## src/sv/bfie_pkg.sv

```systemverilog
// ----------------------------------------------------------------------------
// bfie_pkg: shared types and constants
// Entry and result layouts, register indexes and operation codes for the
// bounded fifo with idle expiry.
// ----------------------------------------------------------------------------
package bfie_pkg;

	localparam int unsigned DEPTH_DEF = 16;

	localparam int unsigned DATA_W    = 32;
	localparam int unsigned CB_W      = 8;
	localparam int unsigned DELTA_W   = 15;
	localparam int unsigned TIMER_W   = 16;
	localparam int unsigned MAXC_W    = 5;
	localparam int unsigned CFG_W     = 16;
	localparam int unsigned CFG_ADDR_W = 2;

	// input tdata: push_data, push_callback, frame_delta, padded to bytes
	localparam int unsigned IN_BITS = DATA_W + CB_W + DELTA_W;
	localparam int unsigned IN_W    = ((IN_BITS + 7) / 8) * 8;

	// result bits ahead of the occupancy count
	localparam int unsigned RES_BITS = 2 + CB_W + DATA_W;

	localparam logic [MAXC_W-1:0]  MAXC_RESET = 5'd16;

	localparam logic [CFG_ADDR_W-1:0] CFG_MAX_COUNT    = 2'd0;
	localparam logic [CFG_ADDR_W-1:0] CFG_TIMER_RELOAD = 2'd1;
	localparam logic [CFG_ADDR_W-1:0] CFG_TIMER_ENABLE = 2'd2;

	localparam logic OP_PUSH = 1'b0;
	localparam logic OP_TICK = 1'b1;

	typedef struct packed {
		logic signed [DATA_W-1:0] data;
		logic [CB_W-1:0]          cb;
	} entry_t;

	typedef struct packed {
		logic signed [DATA_W-1:0] released_data;
		logic [CB_W-1:0]          released_callback;
		logic                     callback_fire;
		logic                     released;
	} result_t;

endpackage

```

## src/sv/bfie_store.sv

```systemverilog
// ----------------------------------------------------------------------------
// bfie_store: entry storage
// One write port at the tail, one registered read port for the head entry,
// with a write-first bypass when both hit the same slot.
// ----------------------------------------------------------------------------
module bfie_store #(
	parameter int unsigned DEPTH = bfie_pkg::DEPTH_DEF
) (
	input  logic                     clk,
	input  logic                     we,
	input  logic [$clog2(DEPTH)-1:0] waddr,
	input  bfie_pkg::entry_t         wdata,
	input  logic [$clog2(DEPTH)-1:0] raddr,
	output bfie_pkg::entry_t         rdata
);

	bfie_pkg::entry_t mem [DEPTH];

	always_ff @(posedge clk) begin
		if (we) begin
			mem[waddr] <= wdata;
		end
	end

	always_ff @(posedge clk) begin
		if (we && (waddr == raddr)) begin
			rdata <= wdata;
		end else begin
			rdata <= mem[raddr];
		end
	end

endmodule

```

## src/sv/bfie_ctrl.sv

```systemverilog
// ----------------------------------------------------------------------------
// bfie_ctrl: queue pointers, count and idle timer
// Works out one push or tick per step and keeps head, tail, occupancy and
// the idle timer.
// ----------------------------------------------------------------------------
module bfie_ctrl #(
	parameter int unsigned DEPTH = bfie_pkg::DEPTH_DEF
) (
	input  logic                                   clk,
	input  logic                                   arst_n,
	input  logic                                   step,
	input  logic                                   op,
	input  bfie_pkg::entry_t                       item,
	input  logic [bfie_pkg::DELTA_W-1:0]           delta,
	input  logic [bfie_pkg::MAXC_W-1:0]            max_count,
	input  logic signed [bfie_pkg::TIMER_W-1:0]    timer_reload,
	input  logic                                   timer_enable,
	input  bfie_pkg::entry_t                       head_entry,
	output logic                                   wr_en,
	output logic [$clog2(DEPTH)-1:0]               wr_addr,
	output logic [$clog2(DEPTH)-1:0]               rd_addr,
	output bfie_pkg::result_t                      res,
	output logic [$clog2(DEPTH+1)-1:0]             occ
);

	localparam int unsigned IDX_W = $clog2(DEPTH);
	localparam int unsigned CNT_W = $clog2(DEPTH + 1);
	localparam int unsigned CMP_W = (CNT_W > bfie_pkg::MAXC_W) ? CNT_W : bfie_pkg::MAXC_W;
	localparam logic [IDX_W-1:0] LastIdx = IDX_W'(DEPTH - 1);
	localparam logic [CMP_W-1:0] DepthCmp = CMP_W'(DEPTH);
	localparam logic signed [bfie_pkg::TIMER_W:0] TimerMin = -17'sd32768;

	logic [IDX_W-1:0] head_q, tail_q, head_d, tail_d, head_inc, tail_inc;
	logic [CNT_W-1:0] occ_q, occ_d;
	logic signed [bfie_pkg::TIMER_W-1:0] timer_q, timer_d;

	logic [CMP_W-1:0] max_ext, limit;
	logic             evict;
	logic signed [bfie_pkg::TIMER_W:0] timer_dec;
	bfie_pkg::entry_t rel_entry;
	logic             rel;

	assign head_inc = (head_q == LastIdx) ? '0 : head_q + 1'b1;
	assign tail_inc = (tail_q == LastIdx) ? '0 : tail_q + 1'b1;

	// a limit above the storage acts as the storage size
	assign max_ext = CMP_W'(max_count);
	assign limit   = (max_ext > DepthCmp) ? DepthCmp : max_ext;
	// occupancy + 1 > limit; always true on full storage
	assign evict   = (CMP_W'(occ_q) >= limit);

	assign timer_dec = {timer_q[bfie_pkg::TIMER_W-1], timer_q}
		- $signed({2'b00, delta});

	always_comb begin
		head_d    = head_q;
		tail_d    = tail_q;
		occ_d     = occ_q;
		timer_d   = timer_q;
		rel       = 1'b0;
		rel_entry = head_entry;
		wr_en     = 1'b0;
		case (op)
			bfie_pkg::OP_PUSH: begin
				wr_en   = step;
				tail_d  = tail_inc;
				timer_d = timer_reload;
				if (evict) begin
					rel    = 1'b1;
					head_d = head_inc;
					// empty queue with a zero limit: the new entry goes straight out
					if (occ_q == '0) begin
						rel_entry = item;
					end
				end else begin
					occ_d = occ_q + 1'b1;
				end
			end
			bfie_pkg::OP_TICK: begin
				if (occ_q != '0) begin
					if (timer_q < 0) begin
						rel    = 1'b1;
						head_d = head_inc;
						occ_d  = occ_q - 1'b1;
					end else if (timer_enable) begin
						timer_d = (timer_dec < TimerMin) ? TimerMin[bfie_pkg::TIMER_W-1:0]
							: timer_dec[bfie_pkg::TIMER_W-1:0];
					end
				end
			end
			default: begin
				rel = 1'b0;
			end
		endcase
	end

	always_ff @(posedge clk or negedge arst_n) begin
		if (!arst_n) begin
			head_q  <= '0;
			tail_q  <= '0;
			occ_q   <= '0;
			timer_q <= '0;
		end else if (step) begin
			head_q  <= head_d;
			tail_q  <= tail_d;
			occ_q   <= occ_d;
			timer_q <= timer_d;
		end
	end

	assign wr_addr = tail_q;
	// prefetch the head that the next step will see
	assign rd_addr = step ? head_d : head_q;

	assign res.released          = rel;
	assign res.callback_fire     = rel && (rel_entry.cb != '0);
	assign res.released_callback = rel ? rel_entry.cb : '0;
	assign res.released_data     = rel ? rel_entry.data : '0;
	assign occ = step ? occ_d : occ_q;

endmodule

```

## src/sv/bounded_fifo_idle_expiry.sv

```systemverilog
// ----------------------------------------------------------------------------
// bounded_fifo_idle_expiry: bounded fifo with eviction and idle expiry
// Pushes append entries and reload the idle timer; ticks count the timer
// down while it is enabled and release the head once it has gone negative.
// ----------------------------------------------------------------------------
// path: an accepted transaction is held in the input stage register, then
//   in the result register, which drives m_tvalid
// throughput: one transaction per cycle while m_tready does not stall the output; the pointer
//   and timer update is a single pass through bfie_ctrl, head entry prefetched by bfie_store
// reset: queue empty, timer zero, max_count 16, timer_reload 0,
//   timer_enable 0; entry storage holds whatever it held
module bounded_fifo_idle_expiry #(
	parameter int unsigned DEPTH = bfie_pkg::DEPTH_DEF
) (
	input  logic                                clk,
	input  logic                                arst_n,
	// input stream
	input  logic                                s_tvalid,
	output logic                                s_tready,
	// push_data [31:0], push_callback [39:32], frame_delta [54:40], zero pad
	input  logic [bfie_pkg::IN_W-1:0]           s_tdata,
	// operation (0 push, 1 tick)
	input  logic                                s_tuser,
	// result stream
	output logic                                m_tvalid,
	input  logic                                m_tready,
	// released [0], callback_fire [1], released_callback [9:2],
	// released_data [41:10], entries_held [41+CNT:42], zero pad
	output logic [((bfie_pkg::RES_BITS + $clog2(DEPTH+1) + 7) / 8) * 8 - 1:0] m_tdata,
	// configuration writes
	input  logic                                cfg_we,
	input  logic [bfie_pkg::CFG_ADDR_W-1:0]     cfg_addr,
	input  logic [bfie_pkg::CFG_W-1:0]          cfg_wdata
);

	localparam int unsigned IDX_W = $clog2(DEPTH);
	localparam int unsigned CNT_W = $clog2(DEPTH + 1);
	localparam int unsigned OUT_W = ((bfie_pkg::RES_BITS + CNT_W + 7) / 8) * 8;

	// configuration registers
	logic [bfie_pkg::MAXC_W-1:0]         max_count_q;
	logic signed [bfie_pkg::TIMER_W-1:0] timer_reload_q;
	logic                                timer_enable_q;

	// input stage
	logic                                valid_s1;
	logic                                op_s1;
	bfie_pkg::entry_t                    item_s1;
	logic [bfie_pkg::DELTA_W-1:0]        delta_s1;

	// result register
	logic                                out_valid_q;
	bfie_pkg::result_t                   result_q;
	logic [CNT_W-1:0]                    occ_q;

	logic                                step;
	logic                                wr_en;
	logic [IDX_W-1:0]                    wr_addr, rd_addr;
	bfie_pkg::entry_t                    head_entry;
	bfie_pkg::result_t                   res;
	logic [CNT_W-1:0]                    occ;

	// the staged item moves on whenever the result register is free or draining
	assign step     = valid_s1 && (!out_valid_q || m_tready);
	assign s_tready = !valid_s1 || step;

	always_ff @(posedge clk or negedge arst_n) begin
		if (!arst_n) begin
			max_count_q    <= bfie_pkg::MAXC_RESET;
			timer_reload_q <= '0;
			timer_enable_q <= 1'b0;
		end else if (cfg_we) begin
			case (cfg_addr)
				bfie_pkg::CFG_MAX_COUNT:
					max_count_q <= cfg_wdata[bfie_pkg::MAXC_W-1:0];
				bfie_pkg::CFG_TIMER_RELOAD:
					timer_reload_q <= cfg_wdata[bfie_pkg::TIMER_W-1:0];
				bfie_pkg::CFG_TIMER_ENABLE:
					timer_enable_q <= cfg_wdata[0];
				default: begin
					// unused index, write dropped
				end
			endcase
		end
	end

	// input register
	always_ff @(posedge clk or negedge arst_n) begin
		if (!arst_n) begin
			valid_s1 <= 1'b0;
		end else if (s_tready) begin
			valid_s1 <= s_tvalid;
		end
	end

	always_ff @(posedge clk) begin
		if (s_tvalid && s_tready) begin
			op_s1        <= s_tuser;
			item_s1.data <= s_tdata[bfie_pkg::DATA_W-1:0];
			item_s1.cb   <= s_tdata[bfie_pkg::DATA_W +: bfie_pkg::CB_W];
			delta_s1     <= s_tdata[bfie_pkg::DATA_W + bfie_pkg::CB_W +: bfie_pkg::DELTA_W];
		end
	end

	bfie_ctrl #(
		.DEPTH(DEPTH)
	) u_ctrl (
		.clk          (clk),
		.arst_n       (arst_n),
		.step         (step),
		.op           (op_s1),
		.item         (item_s1),
		.delta        (delta_s1),
		.max_count    (max_count_q),
		.timer_reload (timer_reload_q),
		.timer_enable (timer_enable_q),
		.head_entry   (head_entry),
		.wr_en        (wr_en),
		.wr_addr      (wr_addr),
		.rd_addr      (rd_addr),
		.res          (res),
		.occ          (occ)
	);

	bfie_store #(
		.DEPTH(DEPTH)
	) u_store (
		.clk   (clk),
		.we    (wr_en),
		.waddr (wr_addr),
		.wdata (item_s1),
		.raddr (rd_addr),
		.rdata (head_entry)
	);

	// result register, one transaction per step; the held count tracks the
	// queue from reset on
	always_ff @(posedge clk or negedge arst_n) begin
		if (!arst_n) begin
			out_valid_q <= 1'b0;
			occ_q       <= '0;
		end else if (step) begin
			out_valid_q <= 1'b1;
			occ_q       <= occ;
		end else if (m_tready) begin
			out_valid_q <= 1'b0;
		end
	end

	always_ff @(posedge clk) begin
		if (step) begin
			result_q <= res;
		end
	end

	assign m_tvalid = out_valid_q;
	assign m_tdata  = OUT_W'({occ_q, result_q});

	// occupancy never runs past the storage
	assert property (@(posedge clk) disable iff (!arst_n)
		(occ <= CNT_W'(DEPTH)))
		else $error("occupancy above storage depth");

	// a callback only fires for an entry that actually left
	assert property (@(posedge clk) disable iff (!arst_n)
		(step && res.callback_fire) |-> res.released)
		else $error("callback fired without a release");

	// a push that evicts nothing grows the queue by one
	assert property (@(posedge clk) disable iff (!arst_n)
		(step && (op_s1 == bfie_pkg::OP_PUSH) && !res.released)
		|=> (occ_q == CNT_W'($past(occ_q) + 1'b1)))
		else $error("push without eviction did not add an entry");

	// a tick release shrinks the queue by one
	assert property (@(posedge clk) disable iff (!arst_n)
		(step && (op_s1 == bfie_pkg::OP_TICK) && res.released)
		|=> (occ_q == CNT_W'($past(occ_q) - 1'b1)))
		else $error("tick release did not remove an entry");

endmodule
```

## config.mk

```make
export PLATFORM = sky130hd
export DESIGN_NAME = bounded_fifo_idle_expiry
export DESIGN_NICKNAME = d
export VERILOG_FILES = /design/src/sv/bfie_pkg.sv /design/src/sv/bfie_store.sv /design/src/sv/bfie_ctrl.sv /design/src/sv/bounded_fifo_idle_expiry.sv
export SDC_FILE = /design/constraint.sdc
export NUM_CORES = 1
export LEC_CHECK = 0
export ABC_AREA = 1
export BUFFER_PORTS_ARGS = -buffer_cell sky130_fd_sc_hd__buf_2
export CAP_MARGIN = 10
export CORE_ASPECT_RATIO = 0.75
export CORE_MARGIN = 2
export CORE_UTILIZATION = 50
export DETAILED_ROUTE_END_ITERATION = 6
export GPL_TIMING_DRIVEN = 0
export PLACE_DENSITY = 0.67
export SKIP_LAST_GASP = 1
export SYNTH_ARGS = -nofsm -noshare
export SYNTH_HDL_FRONTEND = slang
export SYNTH_SLANG_ARGS = --single-unit
```

## constraint.sdc

```tcl
create_clock -name clk -period 6.55 [get_ports clk]
set_clock_uncertainty 0.1 [all_clocks]
set_input_delay 1.31 -clock clk [delete_from_list [all_inputs] [get_ports clk]]
set_output_delay 1.31 -clock clk [all_outputs]
set_load 0.1 [all_outputs]
```

==> impl_metrics.csv <==
group,metric,value,unit
status,status,"finished clean",
timing,finalSetupViolCount,0,
cts,clockBufferDepth,3,
power,peakVddDrop,272,uV
critical_path,crit_type,"primary input to flop",
cts,cts_resized,0,
synthesis,async_reset_ff_share,6.67,%
timing,finalCriticalPeriod,3.51,ns
final_layout,final_core_util,57.7,%
min_path,min_path_type,"flop to flop",
critical_path,start_kind,"primary input",
synthesis,yosysTopAreaCellShare,69.4,%
synthesis,syn-num-nets,2619,
cts,postCtsHoldBufs,0,
die,die_h,223,um
synthesis,yosysTopAreaCell,"edfxtp_1",
die,ioPinCount,130,
placed_design,port_buffers,127,
drt,drt-total-wl,85.6,mm
drt,drtIter0Drc,2718,
final_layout,synthToLayoutAreaGrowth,14.5,%
drt,vias_per_cell,5.96,
critical_path,cp.arrival,3.72,ns
timing,fin_crit_sh,53.6,%
cts,clkTransAtPathRegs,0.07,ns
power,powerDensity,460,nW/um2
synthesis,syn_area,31900,um2
die,dieArea,65900,um2
global_route,grt_max_degree,57,
timing,worstMarginPinSlew,1.01,ns
critical_path,worst_setup_path_end_kind,"flop",
final_layout,nets,2845,
critical_path,crit_buf_inv,4,
die,die_w,296,um
synthesis,syn_area_per_cell,12.7,um2
global_route,antenna_found_initial,0,
power,power,16.8,mW
synthesis,synthDistinctLibCells,42,
final_layout,drive_above_1_share,13.1,%
timing,relSlewSlack,32.7,%
cts,clkLatencyLatePin,0.63,ns
synthesis,seq_area_frac_synth,73.8,%
synthesis,ys_ff_latch,795,
timing,fmax,285,MHz
die,core-area,63400,um2
placed_design,place_congestion,0.859,
critical_path,critPathMaxStageDelay,0.83,ns
die,start_util,50.4,%
critical_path,critical_path.max_fanout,21,
cts,cts_root_buf,"clkbuf_16",
timing,drv_slew,0,
power,p_leak,12.8,nW
critical_path,cpMaxStageDelayCell,"nor2_4",
global_route,grt_pass1_vias,21400,
global_route,overflow,0,
cts,cts_tree,"yes",
drt,drc,0,
drt,vias,21800,
drt,wl_per_cell,23.4,um
global_route,grt.total_usage,26.2,%
final_layout,fin_area,36600,um2
cts,htree_levels,3,
run,cap_violations,0,
timing,hold_violations,0,
critical_path,critPathTopFamily,"simple AND/OR/NAND/NOR gates",
timing,hold_ws,0.389,ns
critical_path,required,6.76,ns
synthesis,yosys_warnings,0,
synthesis,synthFlopType,"edfxtp_1",
drt,detail_route.first_pass.iterations,6,
placed_design,post-dp-hpwl,53.9,mm
timing,rsz0062_at_grt,"false",
cts,post_cts_buffers,0,
die,num_rows,80,
critical_path,cp_cell_sequence,"buf_2 > inv_1 > nand2_1 > nand2_1 > nor2_1 > buf_2 > nand2_1 > nor2_4 > buf_12",
global_route,grt_pass1_wl,128,mm
cts,cts_inserted_buffers,76,
synthesis,synth_edf_count,738,
cts,clock-sinks,795,
synthesis,synthTopCellsByArea,"edfxtp_1, o21ai_0, nor2_1, dfrtp_1, nand2_1",
drt,final_antenna_net_count,0,
synthesis,synthCells,2509,
critical_path,critPathMostFrequentCell,"nand2_1",
placed_design,place_area,34200,um2
## flip-flops by register name, indices dropped and copies added (netlist names), named ones only
signal / cells
delta_s1: 15
u_store.mem: 640
item_s1: 40
timer_reload_q: 16
max_count_q: 5
valid_s1: 1
occ_q: 5
u_ctrl.head_q: 4
timer_enable_q: 1
u_ctrl.timer_q: 16
u_ctrl.wr_addr: 4
op_s1: 1
m_tdata: 42
m_tvalid: 1
## placed cells by master (no fill, tap or decap), types with 6 or more instances in the layout
| cell type | synthesis | routed |
|---|---|---|
| dfrtp_1 | 52 | 52 |
| mux2_2 | 12 | 12 |
| xor2_1 | 6 | 6 |
| o221ai_1 | 86 | 86 |
| nand3_1 | 132 | 132 |
| buf_4 | 12 | 13 |
| ha_1 | 28 | 28 |
| clkbuf_16 | 0 | 78 |
| a31oi_1 | 21 | 21 |
| o21ai_1 | 35 | 35 |
| o21ai_0 | 316 | 316 |
| buf_1 | 12 | 12 |
| inv_2 | 7 | 8 |
| clkinv_1 | 1 | 15 |
| nor2_1 | 388 | 372 |
| nor2_4 | 1 | 17 |
| nand2_1 | 332 | 332 |
| buf_12 | 0 | 19 |
| edfxtp_1 | 738 | 738 |
| inv_1 | 64 | 62 |
| buf_2 | 47 | 173 |
| clkinv_2 | 0 | 12 |
| clkbuf_1 | 73 | 92 |
| a21oi_1 | 62 | 62 |
| o22ai_1 | 47 | 47 |
## worst min-delay path: cells and delay by family (launching register included)
family | cells | cell delay (ns)
AND/OR/NAND/NOR | 1 | 0.05
flip-flops | 1 | 0.34
AO/OA/AOI/OAI | 1 | 0.06
## path summary, 6_finish.rpt
path | start | endpoint | slack, ns | depth (start not counted)
worst max register to register | max_count_q[4] | m_tdata[38] | 3.32 | 12
worst min-delay path | max_count_q[0] | max_count_q[0] | 0.39 | 2
worst min register to register | max_count_q[0] | max_count_q[0] | 0.39 | 2
max in group asynchronous | arst_n | timer_reload_q[0] | 5.25 | 1
min in group asynchronous | arst_n | u_ctrl.head_q[1] | 0.63 | 1
worst max-delay path | m_tready | u_store.mem[12][12] | 3.04 | 9
## where the power goes
group,switching (mW),internal [mW]
Combinational,4.66,1.59
Clock,1.88,2.37
Sequential,0.256,6.07
## logic make-up after synthesis
group / count (synthesis) / share of synthesized area (%)
simple gates: 864 / 10.8
flops: 795 / 73.8
compound gates: 572 / 10.3
buf+inv: 224 / 3.05
fa+ha+maj: 30 / 1.22
mux: 12 / 0.423
xor+xnor: 11 / 0.302
other cells: 1 / 0.0117
## cell type report
class                           instances  area (um2)
Fill cell                            4931       26800
Sequential cell                       795       23600
Multi-Input combinational cell       1490        7500
Clock buffer                           98        2040
Tap cell                              861        1080
Timing Repair Buffer                  148        1070
Buffer                                152         703
Clock inverter                         41         330
Inverter                               72         273
Antenna cell                            1        2.50
## routing by layer
metal  global-route usage, %  vias up  wire length (um)
met5                       0        -                 0
met4                    7.88        0              2400
met3                    5.84      188              9200
met2                    39.5     1320             38100
met1                    38.4    10700             36000
li1                        -     9617                 -
## synthesized netlist by cell type (6+ instances only)
library cell	count
o21ai_1	35
xor2_1	6
buf_4	12
nor2_1	388
dfrtp_1	52
o21ai_0	316
inv_1	64
buf_1	12
a21oi_1	62
a31oi_1	21
inv_2	7
clkbuf_1	73
o22ai_1	47
o221ai_1	86
edfxtp_1	738
nand3_1	132
buf_2	47
mux2_2	12
nand2_1	332
ha_1	28
## stage by stage
step	setup slack [ns]	setup TNS, ns	instances
after floorplan	2.25	0	2509
after global placement	-0.361	-42.02	3497
after detailed placement	2.41	0	3518
after CTS	3.06	0	3657
after global routing	2.89	0	3657
final	3.04	0	3658
Note: power is estimated with default switching activity, not from simulation.
